<file path="config.mk">
export PLATFORM = sky130hd
export DESIGN_NAME = mi4_ctrl
export DESIGN_NICKNAME = d
export VERILOG_FILES = /design/src/hw/rtl/mi4_pkg.sv /design/src/hw/rtl/mi4_ctrl.sv
export SDC_FILE = /design/constraint.sdc
export NUM_CORES = 1
export LEC_CHECK = 0
export BUFFER_PORTS_ARGS = -buffer_cell sky130_fd_sc_hd__buf_2
export CORE_ASPECT_RATIO = 0.7
export CORE_UTILIZATION = 43
export CTS_CLUSTER_DIAMETER = 120
export DETAILED_ROUTE_END_ITERATION = 7
export PLACE_DENSITY = 0.72
export SKIP_CTS_REPAIR_TIMING = 1
export SLEW_MARGIN = 20
export SYNTH_ARGS = -nofsm -noshare
export SYNTH_HDL_FRONTEND = slang
export SYNTH_SLANG_ARGS = --single-unit
</file>
<file path="constraint.sdc">
create_clock -name clock -period 2.95 [get_ports clock]
set_input_delay 0.295 -clock clock [delete_from_list [all_inputs] [get_ports clock]]
set_output_delay 0.295 -clock clock [all_outputs]
set_load 0.01 [all_outputs]
</file>
<file path="src/hw/rtl/mi4_pkg.sv">
// Shared types, codes and helpers for the 4x4 matrix inverse block.
`timescale 1ns / 1ps
package mi4_pkg;

   localparam logic [2:0] ACC_NONE  = 3'd0;
   localparam logic [2:0] ACC_T_SET = 3'd1;
   localparam logic [2:0] ACC_T_SUB = 3'd2;
   localparam logic [2:0] ACC_S_SET = 3'd3;
   localparam logic [2:0] ACC_S_ADD = 3'd4;
   localparam logic [2:0] ACC_S_SUB = 3'd5;
   localparam logic [2:0] ACC_D_SET = 3'd6;
   localparam logic [2:0] ACC_D_ADD = 3'd7;

   localparam logic [1:0] BSRC_ELEM = 2'd0;
   localparam logic [1:0] BSRC_T    = 2'd1;
   localparam logic [1:0] BSRC_COF  = 2'd2;

   typedef struct packed {
      logic       store_wr;
      logic [3:0] addr;
      logic       ld_a;
      logic       ld_b;
      logic [1:0] b_src;
      logic       mul_step;
      logic       mul_last;
      logic [2:0] acc_op;
      logic [3:0] cof_idx;
      logic       cof_wr;
      logic       cof_neg;
      logic       sing_eval;
      logic       div_init;
      logic       div_step;
      logic       emit;
      logic [3:0] out_idx;
      logic       out_last;
   } mi4_cmd_type;

   typedef struct packed {
      logic out_free;
   } mi4_status_type;

   // n-th index of 0..3 with x left out
   function automatic logic [1:0] skip_idx(input logic [1:0] n, input logic [1:0] x);
      skip_idx = (n < x) ? n : n + 2'd1;
   endfunction

endpackage

</file>
<file path="src/hw/rtl/mi4_ctrl.sv">
// Controller: sequences cofactor products, determinant, threshold check, divisions and emits.
`timescale 1ns / 1ps
module mi4_ctrl #(
   parameter int ELEM_WIDTH = 32
) (
   input  logic                    clock,
   input  logic                    reset,
   input  logic                    req_valid,
   output logic                    req_ready,
   input  logic                    req_go,
   input  mi4_pkg::mi4_status_type status,
   output mi4_pkg::mi4_cmd_type    cmd
);
   import mi4_pkg::*;

   localparam int CNTW = (ELEM_WIDTH > 1) ? $clog2(ELEM_WIDTH) : 1;
   localparam logic [CNTW-1:0] CNT_LAST = CNTW'(ELEM_WIDTH - 1);

   localparam logic [3:0] ST_IDLE  = 4'd0;
   localparam logic [3:0] ST_LDA   = 4'd1;
   localparam logic [3:0] ST_LDB   = 4'd2;
   localparam logic [3:0] ST_RUN   = 4'd3;
   localparam logic [3:0] ST_ACC   = 4'd4;
   localparam logic [3:0] ST_CWR   = 4'd5;
   localparam logic [3:0] ST_DLA   = 4'd6;
   localparam logic [3:0] ST_DLB   = 4'd7;
   localparam logic [3:0] ST_DRUN  = 4'd8;
   localparam logic [3:0] ST_DACC  = 4'd9;
   localparam logic [3:0] ST_SING  = 4'd10;
   localparam logic [3:0] ST_VINIT = 4'd11;
   localparam logic [3:0] ST_VRUN  = 4'd12;
   localparam logic [3:0] ST_EMIT  = 4'd13;

   logic [3:0]      state_ff, state_in;
   logic [3:0]      k_ff, k_in;
   logic [1:0]      m_ff, m_in, ph_ff, ph_in;
   logic [CNTW-1:0] cnt_ff, cnt_in;

   logic [1:0] i_row, j_col, rr0, rr1, rr2, cp, cq, cm;
   logic [3:0] addr_a, addr_b;
   logic       req_fire;

   assign i_row = k_ff[3:2];
   assign j_col = k_ff[1:0];
   assign rr0 = skip_idx(2'd0, i_row);
   assign rr1 = skip_idx(2'd1, i_row);
   assign rr2 = skip_idx(2'd2, i_row);
   // 2x2 minor columns leave out column m of the 3x3 minor
   assign cp = skip_idx((m_ff == 2'd0) ? 2'd1 : 2'd0, j_col);
   assign cq = skip_idx((m_ff == 2'd2) ? 2'd1 : 2'd2, j_col);
   assign cm = skip_idx(m_ff, j_col);

   always_comb begin
      unique case (ph_ff)
         2'd0:    addr_a = {rr1, cp};
         2'd1:    addr_a = {rr1, cq};
         default: addr_a = {rr0, cm};
      endcase
      addr_b = (ph_ff == 2'd0) ? {rr2, cq} : {rr2, cp};
   end

   assign req_ready = (state_ff == ST_IDLE);
   assign req_fire  = req_valid && req_ready;

   always_comb begin
      state_in = state_ff;
      k_in     = k_ff;
      m_in     = m_ff;
      ph_in    = ph_ff;
      cnt_in   = cnt_ff;
      cmd          = '0;
      cmd.store_wr = req_fire;
      cmd.b_src    = BSRC_ELEM;
      cmd.acc_op   = ACC_NONE;
      unique case (state_ff)
         ST_IDLE: begin
            if (req_fire && req_go) begin
               k_in     = '0;
               m_in     = '0;
               ph_in    = '0;
               state_in = ST_LDA;
            end
         end
         ST_LDA: begin
            cmd.addr = addr_a;
            cmd.ld_a = 1'b1;
            state_in = ST_LDB;
         end
         ST_LDB: begin
            cmd.addr  = addr_b;
            cmd.ld_b  = 1'b1;
            cmd.b_src = (ph_ff == 2'd2) ? BSRC_T : BSRC_ELEM;
            cnt_in    = '0;
            state_in  = ST_RUN;
         end
         ST_RUN: begin
            cmd.mul_step = 1'b1;
            cmd.mul_last = (cnt_ff == CNT_LAST);
            cnt_in       = cnt_ff + 1'b1;
            if (cnt_ff == CNT_LAST) begin
               state_in = ST_ACC;
            end
         end
         ST_ACC: begin
            unique case (ph_ff)
               2'd0:    cmd.acc_op = ACC_T_SET;
               2'd1:    cmd.acc_op = ACC_T_SUB;
               default: begin
                  unique case (m_ff)
                     2'd0:    cmd.acc_op = ACC_S_SET;
                     2'd1:    cmd.acc_op = ACC_S_SUB;
                     default: cmd.acc_op = ACC_S_ADD;
                  endcase
               end
            endcase
            if (ph_ff != 2'd2) begin
               ph_in    = ph_ff + 2'd1;
               state_in = ST_LDA;
            end else if (m_ff != 2'd2) begin
               ph_in    = '0;
               m_in     = m_ff + 2'd1;
               state_in = ST_LDA;
            end else begin
               state_in = ST_CWR;
            end
         end
         ST_CWR: begin
            cmd.cof_wr  = 1'b1;
            cmd.cof_idx = k_ff;
            cmd.cof_neg = k_ff[2] ^ k_ff[0];
            m_in        = '0;
            ph_in       = '0;
            k_in        = k_ff + 4'd1;
            state_in    = (k_ff == 4'd15) ? ST_DLA : ST_LDA;
         end
         ST_DLA: begin
            cmd.addr = k_ff;
            cmd.ld_a = 1'b1;
            state_in = ST_DLB;
         end
         ST_DLB: begin
            cmd.cof_idx = k_ff;
            cmd.ld_b    = 1'b1;
            cmd.b_src   = BSRC_COF;
            cnt_in      = '0;
            state_in    = ST_DRUN;
         end
         ST_DRUN: begin
            cmd.mul_step = 1'b1;
            cmd.mul_last = (cnt_ff == CNT_LAST);
            cnt_in       = cnt_ff + 1'b1;
            if (cnt_ff == CNT_LAST) begin
               state_in = ST_DACC;
            end
         end
         ST_DACC: begin
            cmd.acc_op = (k_ff == 4'd0) ? ACC_D_SET : ACC_D_ADD;
            if (k_ff == 4'd3) begin
               k_in     = '0;
               state_in = ST_SING;
            end else begin
               k_in     = k_ff + 4'd1;
               state_in = ST_DLA;
            end
         end
         ST_SING: begin
            cmd.sing_eval = 1'b1;
            state_in      = ST_VINIT;
         end
         ST_VINIT: begin
            // inverse(r,c) takes cofactor (c,r)
            cmd.cof_idx  = {k_ff[1:0], k_ff[3:2]};
            cmd.div_init = 1'b1;
            cnt_in       = '0;
            state_in     = ST_VRUN;
         end
         ST_VRUN: begin
            cmd.div_step = 1'b1;
            cnt_in       = cnt_ff + 1'b1;
            if (cnt_ff == CNT_LAST) begin
               state_in = ST_EMIT;
            end
         end
         ST_EMIT: begin
            if (status.out_free) begin
               cmd.emit     = 1'b1;
               cmd.out_idx  = k_ff;
               cmd.out_last = (k_ff == 4'd15);
               k_in         = k_ff + 4'd1;
               state_in     = (k_ff == 4'd15) ? ST_IDLE : ST_VINIT;
            end
         end
         default: state_in = ST_IDLE;
      endcase
   end

   always_ff @(posedge clock) begin
      if (reset) begin
         state_ff <= ST_IDLE;
         k_ff     <= '0;
         m_ff     <= '0;
         ph_ff    <= '0;
         cnt_ff   <= '0;
      end else begin
         state_ff <= state_in;
         k_ff     <= k_in;
         m_ff     <= m_in;
         ph_ff    <= ph_in;
         cnt_ff   <= cnt_in;
      end
   end

   a_go_busy: assert property (@(posedge clock) disable iff (reset)
      (req_fire && req_go) |=> !req_ready)
      else $error("input taken right after go");

   a_emit_free: assert property (@(posedge clock) disable iff (reset)
      cmd.emit |-> status.out_free)
      else $error("emit into occupied output register");

   a_store_idle: assert property (@(posedge clock) disable iff (reset)
      cmd.store_wr |-> (state_ff == ST_IDLE))
      else $error("element stored while busy");

endmodule

</file>
== Yosys cells after proc, flatten, opt, wreduce, memory -nomap -nowiden ==
Index checks and enable logic that the tools add are counted.
Word-level totals
  bits in registers: 17
  logic and storage cells: 115
Operators by class
  add/subtract/negate cells: 6
  magnitude comparators: 6
  eq/ne operators: 30
  mux-type cells: 49
  bitwise operators: 1
  reduce and logical (&&, ||, !) cells: 18
Operators with widths (count)
  $pmux 4 s14: 1
  $mux 4: 11
  $eq 4x4->1 const B: 7
  $mux 2: 13
  $pmux 3 s2: 4
  $eq 4x3->1 const B: 4
  $ne 2x2->1 const B: 8
  $pmux 4 s2: 2
  $pmux 4 s4: 1
  $eq 4x2->1 const B: 3
  $mux 6: 2
  $pmux 2 s3: 2
  $pmux 4 s3: 1
  $pmux 5 s2: 1
  $mux 1: 9
  $logic_not 4->1: 2
  $add 2x1->2 const B: 3
  $mux 3: 2
  $reduce_and 3->1: 2
  $reduce_or 2->1: 3
  $reduce_or 3->1: 2
  $add 5x1->5 const B: 1
  $eq 5x5->1 const B: 1
  $reduce_and 5->1: 1
  other kinds (18): 24

== Logic depth before layout (Yosys ltp) ==
Gate-level depths: netlist of run 1.
  word-level depth: 6
  mapped depth: 10
  gate-level depth less buffers: 10

== Worst setup path before layout of run 1 ==
Ideal clock, no wire load.
  path kind: register -> output
  start point: reg m_ff[0]
  end point: out cmd[24] in the netlist's numbering
  arrival time: 1.919 ns
  data required time: 2.655 ns
  path slack: 0.736 ns
  cell stages (with the launch flop): 10
  path through: dfxtp_1 > inv_1 > ha_1 > inv_1 > ha_1 > a21oi_1 > ha_1 > or3_1 > a21oi_1 > a221o_1
RTL lines
  start: declaration: RTL line mi4_ctrl.sv:36  | logic [1:0] m_ff, m_in, ph_ff, ph_in;
  start signal: assignment: RTL line mi4_ctrl.sv:207  | m_ff <= m_in;
  end: declaration: RTL line mi4_ctrl.sv:12  | output mi4_pkg::mi4_cmd_type cmd

==> results of run 1 <==
cells by family (layout without fill, tap and decap cells):
kind of cell | after synthesis | after routing | synth area share
compound gates | 66 | 66 | 0.262
mux | 5 | 5 | 0.0294
flops | 17 | 17 | 0.200
fa+ha+maj | 12 | 12 | 0.0882
xor+xnor | 6 | 6 | 0.0309
buf+inv | 36 | 59 | 0.0890
simple gates | 97 | 97 | 0.301
critical path: cells and delay by family (launching register included):
family	cells	cell delay (ps)
AO/OA/AOI/OAI	3	490
buffers and inverters	4	410
flip-flops	1	340
adder cells (fa/ha/maj)	3	820
multiplexers	1	110
placed cells by master (no fill, tap or decap), types with 2 or more instances in the layout:
cell | netlist | final
sky130_fd_sc_hd__buf_2 | 4 | 34
sky130_fd_sc_hd__nor2_1 | 29 | 29
sky130_fd_sc_hd__dfxtp_1 | 17 | 17
sky130_fd_sc_hd__inv_1 | 16 | 16
sky130_fd_sc_hd__a21oi_1 | 16 | 16
sky130_fd_sc_hd__o21ai_0 | 16 | 16
sky130_fd_sc_hd__nand2_1 | 13 | 13
sky130_fd_sc_hd__nor3_1 | 13 | 13
sky130_fd_sc_hd__ha_1 | 12 | 12
sky130_fd_sc_hd__nand2b_1 | 10 | 10
sky130_fd_sc_hd__or3_1 | 6 | 6
sky130_fd_sc_hd__mux2i_1 | 5 | 5
sky130_fd_sc_hd__buf_4 | 1 | 5
sky130_fd_sc_hd__nor2b_1 | 4 | 4
sky130_fd_sc_hd__xnor2_1 | 4 | 4
sky130_fd_sc_hd__nand3_1 | 4 | 4
sky130_fd_sc_hd__o32ai_1 | 4 | 4
sky130_fd_sc_hd__nand3b_1 | 4 | 4
sky130_fd_sc_hd__nor3b_1 | 4 | 4
sky130_fd_sc_hd__a22oi_1 | 4 | 4
sky130_fd_sc_hd__a32oi_1 | 3 | 3
sky130_fd_sc_hd__a21o_1 | 3 | 3
sky130_fd_sc_hd__and2_1 | 3 | 3
sky130_fd_sc_hd__a211oi_1 | 3 | 3
sky130_fd_sc_hd__clkbuf_8 | 0 | 3
sky130_fd_sc_hd__a221o_1 | 2 | 2
sky130_fd_sc_hd__o31ai_1 | 2 | 2
sky130_fd_sc_hd__o211ai_1 | 2 | 2
sky130_fd_sc_hd__xor2_1 | 2 | 2
sky130_fd_sc_hd__a311oi_1 | 2 | 2
power by group through the flow:
stage / clock (µW) / sequential, µW / combinational, µW
floorplan: 0 / 270 / 429
finish: 178 / 309 / 512
global placement: 0 / 314 / 498
global route: 189 / 316 / 570
CTS: 181 / 308 / 509
detailed placement: 0 / 313 / 505
worst paths after layout:
check               from   endpoint  depth (start not counted)
max reg2reg  state_ff[1]    k_ff[3]                          5
min reg2reg    cnt_ff[3]  cnt_ff[3]                          1
min                reset  cnt_ff[1]                          2
max              m_ff[0]    cmd[24]                         11
metrics by stage:
step	instances	hold WS, ps	worst slack (ps)	utilization	instance area (µm²)
after floorplan	239	367	736	-	1700
after global placement	308	470	582	0.515	1880
after detailed placement	308	483	493	0.515	1880
after CTS	312	395	218	0.528	1930
after global routing	312	406	72.2	0.528	1930
final	312	389	219	0.528	1930
area by class of cell:
cell class / count / area share
timing repair buffer: 39 / 0.108
tap: 50 / 0.0325
inverter: 16 / 0.0312
clock buffer: 3 / 0.0214
multi-input combinational: 186 / 0.628
clock inverter: 1 / 0.00260
sequential: 17 / 0.177
registers in the layout, indices dropped and copies added, names as in the netlist:
name / flops
m_ff: 2
ph_ff: 2
k_ff: 4
state_ff: 4
cnt_ff: 5
per-layer routing:
layer,share of wire,up-vias,GRT usage
met4,0.0067,0,0.0377
met1,0.51,815,0.316
li1,-,900,-
met5,0,-,0
met2,0.40,78,0.326
met3,0.089,4,0.0450
==> results.md, run 1 <==
- Before antenna repair, the detailed router went through 4 iterations.
- Headroom to the max-slew limit came out at 0.568.
- The sum of overflow across all layers after global routing is 0.
- The fraction of registers with async set or reset after synthesis is 0.
- The portion of total power attributed to the clock network is 0.178.
- The unique cell type count in the Yosys netlist is 48.
- The total number of yosys warnings is 0.
- For this design the top-level I/O count stands at 35.
- The required time at the worst-slack endpoint is 2650 ps.
- The kind of end point of the critical path is an output pin.
- The setup check on the worst reg-to-reg path leaves a slack of between 700 and 800 ps.
- From left edge to right edge, the die measures 77.2 µm.
- The clock sink count is 17.
- Dividing the final minimum period by the clock period gives 0.926.
- The class of the tightest hold or removal check is primary input to flop.
- In this run, synthesis inferred 0 flip-flops with an integrated enable.
- On the worst path, the slowest cell contributes a delay of 360 ps.
- The worst setup path is of the flop to output pin kind.
- Compared with the post-synthesis result, the final layout area differs by 13.2%.
- The clock network latency to the later pin of the worst-skew pair is 260 ps.
- The share of power burned in combinational logic is 0.513.
- The max-slew violation total from the final report is 0.
- The detailed-route via count is approximately 1800.
- The post-detailed-placement half-perimeter wirelength is 3.30 mm.
- The congestion estimate from routability-driven global placement came to between 0.8 and 0.9.
- The global-route wire length before repair is 7.09 mm.
- Across the run, the number of max-cap violations was 0.
- The clock slew seen by the registers of the worst setup and hold paths is 60 ps.
- Data arrives at the worst endpoint at 2440 ps.
- The largest fanout on the critical path is 5.
- 0 antenna diodes ended up in the layout.
- The worst setup path is launched from a flop.
- The number of nets in the synthesized netlist is between 200 and 300.
- The post-route clock skew is 5.60 ps.
- The flow ran to the end, and the final reports show no timing, DRC or antenna violations.
- The number of buffers created by CTS is 3.
- The fraction of layout cells with a size suffix above 1 is 0.187.
- The initial antenna violation count is 0.
- During placement, the flow inserted port buffers numbering 34.
- The total track usage is 0.216.
- The largest individual stage delay along the critical path comes from the cell sky130_fd_sc_hd__a221o_1.
- Row generation in the floorplan step produced 18 rows.
- Setup violations remaining at the end of the flow were counted as 0.
- Of all cell types, the one taking the most synthesized area is sky130_fd_sc_hd__dfxtp_1.
- In this run the number of H-tree levels came out at 1.
- The area share of the leading cell type in the synthesized netlist is 0.200.
- The number of standard cells after synthesis is 239.
- The total leakage power is between 0.0008 and 0.0009 µW.
- The die is between 50 and 60 µm tall.
- The average wire length per cell after detail routing is 13.9 µm.
- The overall routed net length is 4.34 mm.
- The effective utilization at floorplan is 0.466.
- The sequential cell fraction of total power is 0.309.
- Counting instances in the post-synthesis netlist gives the leading cell types as 29 x sky130_fd_sc_hd__nor2_1, 17 x sky130_fd_sc_hd__dfxtp_1, 16 x sky130_fd_sc_hd__a21oi_1, 16 x sky130_fd_sc_hd__inv_1, 16 x sky130_fd_sc_hd__o21ai_0.
- The slew at the pin closest to its max-slew limit is 648 ps.
- The minimum period implied by the final worst setup slack is 2730 ps.
- The switching portion of total power is 0.440.
- IR analysis of the VDD net gives a maximum drop of 0.000263 V.
- The area of the core is around 0.0036 mm².
- The total number of nets in the final design is between 200 and 300.
- The pin count of the biggest net entering global routing is 20.
- Among all flip-flop cells after synthesis, the most frequent one is sky130_fd_sc_hd__dfxtp_1.
- In this run the mean area of a mapped cell was 7.12 µm².
- The sequential cells in the finished layout cover a total of 340 µm².
- Yosys instantiated no cell more often than sky130_fd_sc_hd__nor2_1.
- The number of storage elements in the synthesis netlist is 17.
- Traced cell by cell, the critical path runs through inv_1 > ha_1 > inv_1 > ha_1 > a21oi_1 > ha_1 > inv_1 > mux2i_1 > o21ai_0 > a221o_1 > buf_2.
- After detailed routing, the number of remaining DRC violations is 0.
- Based on the critical path, the design can be clocked at up to 366 MHz.
- The cell-internal power is between 500 and 600 µW.
- Setup repair after global routing left no endpoint under its margin.
- The analysis attributes to net switching a power of 440 µW.
- The via count of the first global-routing pass is 1455.
- The multi-input combinational cells in the finished layout cover a total of around 0.0012 mm².
- The cell area after technology mapping is ~0.0017 mm².
- The layout has between 300 and 400 filler cells.
- The areal power density over the cells is 518 mW/mm².
- The detailed-route vias per instance is 5.76.
- The floorplan step defined a die boundary enclosing roughly 0.0042 mm².
- The final number of hold-violating endpoints is 0.
- The part of the Yosys area used for sequential elements is 0.200.
- The number of DRC markers in iteration 0 is 96.
- Summed over all failing endpoints, the final setup total negative slack is 0 ps.
- The clock tree from TritonCTS is done.
- After synthesis, the cell types taking the most area are sky130_fd_sc_hd__dfxtp_1 20%, sky130_fd_sc_hd__ha_1 8.8%, sky130_fd_sc_hd__nor2_1 6.4%.
- The clock passes through at most 2 buffers.
- The count of nets left with antenna violations once routing finished came out at 0.
- The tree is rooted in a sky130_fd_sc_hd__clkbuf_8.
- The total design power is roughly 1000 µW.
No activity file was read; power rests on OpenSTA's default activity.
==> inputs of run 2 (changes only) <==
--- a/config.mk
+++ b/config.mk
@@ -6,7 +6,7 @@
 export NUM_CORES = 1
 export LEC_CHECK = 0
 export BUFFER_PORTS_ARGS = -buffer_cell sky130_fd_sc_hd__buf_2
-export CORE_ASPECT_RATIO = 0.7
+export CORE_ASPECT_RATIO = 0.8
 export CORE_UTILIZATION = 43
 export CTS_CLUSTER_DIAMETER = 120
 export DETAILED_ROUTE_END_ITERATION = 7
==> results.md, run 2 (same netlist as run 1, synthesis figures left out) <==
- The run finished with clean final reports.
- The minimum period implied by the final worst setup slack is 2730 ps (-4.46 ps).
- The initial antenna violation count is 0 (unchanged).
- The detailed-route vias per instance is 5.63 (-2.3%).
- The highest achievable clock rate came to 367 MHz (+0.16%).
- TritonCTS built the clock tree.
- The required time at the worst-slack endpoint is 2650 ps (about the same).
- The clock slew seen by the registers of the worst setup and hold paths was 60 ps (about the same).
- The post-route clock skew is 1.52 ps (-4.09 ps).
- The number of DRC markers in iteration 0 came to 158 (+65%).
- The vertical die dimension was 58.3 µm (+6.7%).
- The overall routed net length is 4.36 mm (+0.46%).
- The count of standard-cell rows is 20 (+2).
- The number of iterations in the first detailed-routing pass is 4 (unchanged).
- The slowest stage cell on the critical path is sky130_fd_sc_hd__a221o_1.
- The total placed cells including tap cells is 312 (+1.3%).
- The number of buffers created by CTS is 3 (unchanged).
- The average wire length per cell after detail routing is 13.8 µm (-0.81%).
- The total die area is 0.00421 mm² (about the same).
- The global-route wire length before repair is 7.31 mm (+3.0%).
- STA classifies the critical path startpoint as a flop.
- The register name with the most flops is cnt_ff.
- The largest registers in the layout are cnt_ff (5), k_ff (4), state_ff (4).
- The number of placed I/O pins is 35 (unchanged).
- The library cell used as clock root buffer is sky130_fd_sc_hd__clkbuf_8.
- The critical path's largest stage delay was 350 ps (about the same).
- The area of the core is 0.00380 mm² (+4.3%).
- The clock network latency to the later pin of the worst-skew pair was 250 ps (about the same).
- The critical setup path kind is flop to output pin.
- The tightest slew margin relative to the limit is 0.539 (-0.0283).
- The most frequent standard cell in the layout excluding fill and tap cells is sky130_fd_sc_hd__buf_2.
- The total number of H-tree levels is 1 (unchanged).
- The total number of nets in the final design came to 279 (-0.36%).
- The sum of overflow across all layers after global routing is 0 (unchanged).
- The total of buffers placed on input and output ports was 34 (unchanged).
- The detailed-route via count is 1779 (-1.0%).
- The total leakage power is 0.000798 µW (-1.0%).
- The max-slew violation total from the final report came to 0 (unchanged).
- The effective utilization at floorplan is 0.447 (-0.0190).
- The post-detailed-placement half-perimeter wirelength came to 3.25 mm (-1.5%).
- The arrival time of data at the critical path endpoint is 2430 ps (about the same).
- The clock sink count is 17 (unchanged).
- The fraction of layout cells with a size suffix above 1 is 0.180 (-0.00695).
- The kind of end point of the critical path is an output pin.
- The area added between synthesis and finish is 13.1%.
- The final number of hold-violating endpoints is 0 (unchanged).
- The number of flip-flops in the largest register came to 5 (unchanged).
- The final standard cell count with taps included and fillers excluded is 316 (+1.3%).
- The areal power density over the cells is 517 mW/mm² (-0.32%).
- The placer congestion estimate came to 0.834 (-2.6%).
- The via count of the first global-routing pass came to 1542 (+6.0%).
- The total of endpoints with negative setup slack in the final report is 0 (unchanged).
- The worst hold path belongs to the class primary input to flop.
- Walking the worst path, the cells encountered are inv_1 > ha_1 > inv_1 > ha_1 > a21oi_1 > ha_1 > inv_1 > mux2i_1 > o21ai_0 > a221o_1 > buf_2.
- The count of inserted antenna diode cells is 0 (unchanged).
- In the layout the commonest cells are 34 x sky130_fd_sc_hd__buf_2, 29 x sky130_fd_sc_hd__nor2_1, 17 x sky130_fd_sc_hd__dfxtp_1.
- The remaining antenna violation count was 0 (unchanged).
- The number of violations of the max-capacitance limit is 0 (unchanged).
- The total track usage came to 0.225 (+0.00910).
- The pin count of the biggest net entering global routing is 21 (+5.0%).
- The deepest clock path buffer count is 2 (unchanged).
- The post-detailed-route DRC marker count is 0 (unchanged).
- The largest fanout on the critical path is 5 (unchanged).
- Setup repair after global routing left no endpoint under its margin.
- The die width is 72.3 µm (-6.3%).
- The final period utilization is 0.924 (-0.00151).
- The worst supply voltage drop on vdd is 0.000260 V (-1.3%).
- The slew at the pin closest to its max-slew limit was 690 ps (+42.4 ps).
- The final-layout setup total negative slack is 0 ps (unchanged).
[run 2: cell types whose count changed in the layout (fill, tap and decap cells not counted), sizes merged]
cell | previous run | this run
clkinv | 1 | 0
buf | 39 | 38
clkbuf | 3 | 4
[run 2: layer usage]
layer	vias to the layer above	GRT usage	wire length (µm)
met4	0	0.0504	33
met5	-	0	0
met3	4	0.0435	315
li1	902	-	-
met2	77	0.346	1800
met1	796	0.326	2220
[run 2: through the flow]
| step | setup slack [ps] | instance area, µm² | power, µW | hold WS, ps | util |
|---|---|---|---|---|---|
| global placement | 583 | 1880 | 808 | 467 | 0.494 |
| floorplan | 736 | 1700 | 699 | 367 | - |
| detailed placement | 519 | 1880 | 814 | 469 | 0.494 |
| global route | 26.7 | 1920 | 1080 | 403 | 0.506 |
| CTS | 232 | 1920 | 995 | 397 | 0.506 |
| finish | 224 | 1920 | 995 | 392 | 0.506 |
[run 2: layout make-up]
class / count / area, µm²
sequential: 17 / 340
fill: 399 / 1880
multi-input combinational: 186 / 1210
tap: 55 / 68.8
timing repair buffer: 38 / 200
clock buffer: 4 / 45.0
inverter: 16 / 60.1
[run 2: power breakdown]
part | internal [µW] | switching (µW) | total (µW)
Sequential | 250 | 63.5 | 313
Combinational | 215 | 289 | 505
Clock | 96.0 | 80.7 | 177
Total | 561 | 434 | 995
[run 2: path summary, 6_finish.rpt]
kind,from,end,slack [ps],cells past startpoint
max,m_ff[0],cmd[24],220,11
min,reset,ph_ff[0],390,2
max reg2reg,state_ff[1],k_ff[3],800,5
min reg2reg,cnt_ff[3],cnt_ff[3],480,1
[run 2: worst max-delay path: cells and delay by family (launching register included)]
| kind | cells | cell delay, ps |
|---|---|---|
| adder cells (fa/ha/maj) | 3 | 810 |
| AO/OA/AOI/OAI | 3 | 500 |
| multiplexers | 1 | 120 |
| buffers and inverters | 4 | 410 |
| flip-flops | 1 | 340 |
==> inputs of run 3 (changes only) <==
--- a/config.mk
+++ b/config.mk
@@ -8,6 +8,7 @@
 export BUFFER_PORTS_ARGS = -buffer_cell sky130_fd_sc_hd__buf_2
 export CORE_ASPECT_RATIO = 0.8
 export CORE_UTILIZATION = 43
+export CTS_BUF_LIST = sky130_fd_sc_hd__clkbuf_2
 export CTS_CLUSTER_DIAMETER = 120
 export DETAILED_ROUTE_END_ITERATION = 7
 export PLACE_DENSITY = 0.72
==> results.md, run 3 (same netlist as run 1, synthesis figures left out) <==
- The flow ran to the end, and the final reports show no timing, DRC or antenna violations.
- The worst register-to-register path ends at k_ff[3].
- The final number of hold-violating endpoints came to 0 (unchanged).
- The global-route wire length before repair was 7.27 mm (-0.57%).
- The placer congestion estimate is 0.834 (unchanged).
- The setup slack on the worst flop-to-flop path is 780 ps (-20 ps).
- The final period utilization is 0.921 (-0.00317).
- The clock sink count is 17 (unchanged).
- The vertical die dimension came to 58.3 µm (unchanged).
- The slew at the pin closest to its max-slew limit was 696 ps (+6.18 ps).
- The detailed-route vias per instance is 5.61 (-0.28%).
- The number of placed I/O pins is 35 (unchanged).
- The post-placement cell area was 0.00188 mm² (unchanged).
- The total die area came to 0.00421 mm² (unchanged).
- The critical path's largest stage delay is 380 ps (+30 ps).
- CTS placed an instance of sky130_fd_sc_hd__clkbuf_2 at the clock tree root.
- Traced cell by cell, the critical path runs through inv_2 > ha_2 > inv_1 > ha_1 > a21oi_1 > ha_1 > inv_1 > mux2i_1 > o21ai_0 > a221o_1 > buf_2.
- The deepest clock path buffer count is 2 (unchanged).
- The total track usage was 0.223 (-0.00259).
- In the final layout, the registers with the most flip-flops are cnt_ff (5), k_ff (4), state_ff (4).
- The number of flip-flops in the largest register is 5 (unchanged).
- The total buffers and inverters traversed by the critical path is 4 (unchanged).
- The register name with the most flops is cnt_ff.
- The post-route clock skew is 1.77 ps (+0.251 ps).
- The tightest slew margin relative to the limit is 0.535 (-0.00412).
- The launching element type of the critical path is a flop.
- The total number of H-tree levels is 1 (unchanged).
- The total leakage power is 0.000791 µW (-0.87%).
- The total of buffers placed on input and output ports is 34 (unchanged).
- TritonCTS built the clock tree.
- The highest achievable clock rate was 368 MHz (+0.34%).
- The startpoint of the most critical register-to-register path is state_ff[1].
- STA classifies the critical path endpoint as an output pin.
- Among cell families on the critical path, the largest total delay comes from adder cells.
- The die width is 72.3 µm (unchanged).
- The clock network latency to the later pin of the worst-skew pair was 300 ps (+50 ps).
- The count of standard-cell rows is 20 (unchanged).
- The class of the tightest hold or removal check is primary input to flop.
- The largest fanout on the critical path is 5 (unchanged).
- The via count of the first global-routing pass is 1536 (-0.39%).
- The slowest stage cell on the critical path is sky130_fd_sc_hd__dfxtp_1.
- The number of DRC markers in iteration 0 came to 147 (-7.0%).
- The total of endpoints with negative setup slack in the final report is 0 (unchanged).
- The area of all placed cells without fillers is 0.00190 mm² (-1.2%).
- The number of fillers in the final layout is 399 (unchanged).
- The number of violations of the max-capacitance limit is 0 (unchanged).
- The count of cell instances traversed by the critical path is 11 (unchanged).
- The fraction of layout cells with a size suffix above 1 is 0.192 (+0.0115).
- The overall routed net length is 4.37 mm (+0.16%).
- The areal power density over the cells is 489 mW/mm² (-5.4%).
- The final-layout setup total negative slack is 0 ps (unchanged).
- Leaving out fill and tap cells, the most frequent cell in the layout is sky130_fd_sc_hd__buf_2.
- The startpoint of the worst setup timing path is m_ff[0].
- The max-slew violation total from the final report is 0 (unchanged).
- Setup repair after global routing left no endpoint under its margin.
- The initial antenna violation count was 0 (unchanged).
- The required time at the worst-slack endpoint is 2650 ps (about the same).
- Leaving out fill and tap cells, the most frequent cells in the layout are 34 x sky130_fd_sc_hd__buf_2, 29 x sky130_fd_sc_hd__nor2_1, 17 x sky130_fd_sc_hd__dfxtp_1.
- The average wire length per cell after detail routing is 13.8 µm (+0.16%).
- The critical setup path kind is flop to output pin.
- The sum of overflow across all layers after global routing came to 0 (unchanged).
- The pin count of the biggest net entering global routing came to 21 (unchanged).
- From synthesis to final layout, the design area changed by 11.8%.
- The post-detailed-route DRC marker count is 0 (unchanged).
- In this run the worst setup path terminates at cmd[24].
- The arrival time of data at the critical path endpoint is 2420 ps (about the same).
- The worst supply voltage drop on vdd is 0.000201 V (-23%).
- The count of inserted antenna diode cells is 0 (unchanged).
- The post-detailed-placement half-perimeter wirelength is 3.25 mm (unchanged).
- The number of iterations in the first detailed-routing pass is 4 (unchanged).
- The remaining antenna violation count was 0 (unchanged).
- The area of the core is 0.00380 mm² (unchanged).
- The minimum period implied by the final worst setup slack was 2720 ps (-9.36 ps).
- The worst-case reg-to-reg path depth is 5 (unchanged).
- The clock slew seen by the registers of the worst setup and hold paths is 160 ps (+100 ps).
- The total number of nets in the final design came to 279 (unchanged).
- The effective utilization at floorplan is 0.447 (unchanged).
- The number of buffers created by CTS is 3 (unchanged).
- The detailed-route via count is 1774 (-0.28%).
## run 3: cell counts in the layout (fill, tap and decap cells not counted)
No cell type changed its count.
## run 3: layer usage
layer | up-vias | global-route usage | share of wire
li1 | 898 | - | -
met5 | - | 0 | 0
met2 | 73 | 0.344 | 0.42
met4 | 0 | 0.0336 | 0.0039
met1 | 801 | 0.326 | 0.51
met3 | 2 | 0.0435 | 0.065
## run 3: how the worst min path moves through the flow
| stage | start | slack [ps] | endpoint | cells after the start |
|---|---|---|---|---|
| after detailed placement | cnt_ff[3] | 470 | cnt_ff[3] | 1 |
| final | reset | 330 | ph_ff[0] | 2 |
| after CTS | reset | 320 | ph_ff[0] | 2 |
| after global routing | reset | 310 | m_ff[0] | 2 |
| after global placement | cnt_ff[3] | 470 | cnt_ff[3] | 1 |
| after floorplan | reset | 370 | cnt_ff[2] | 1 |
## run 3: area by class of cell
class / instances / area (µm²) / area share
tap: 55 / 68.8 / 0.0362
inverter: 16 / 60.1 / 0.0316
sequential: 17 / 340 / 0.179
timing repair buffer: 38 / 200 / 0.105
clock buffer: 4 / 20.0 / 0.0105
multi-input combinational: 186 / 1210 / 0.637
## run 3: stage by stage
step	hold WS (ps)	instances	setup slack, ps	util	total power (µW)
5_1_grt	308	316	12.2	0.500	1020
6_report	329	316	233	0.500	930
3_5_place_dp	469	312	519	0.494	814
3_3_place_gp	467	312	583	0.494	808
4_1_cts	321	316	134	0.499	931
2_1_floorplan	367	239	736	-	699
## run 3: power by group
part           internal [µW]  leakage, µW  total, µW  switching (µW)
sequential               250     0.000137        313            63.6
clock                   35.9    0.0000166        112            76.3
combinational            215     0.000637        505             290
## run 3: worst register-to-register path: stages (launching register included)
cell and delay [ps]:
sky130_fd_sc_hd__dfxtp_1 740, sky130_fd_sc_hd__nand4b_2 310, sky130_fd_sc_hd__o2bb2ai_2 120, sky130_fd_sc_hd__or3_1 450
sky130_fd_sc_hd__or3_1 370, sky130_fd_sc_hd__a21oi_1 130
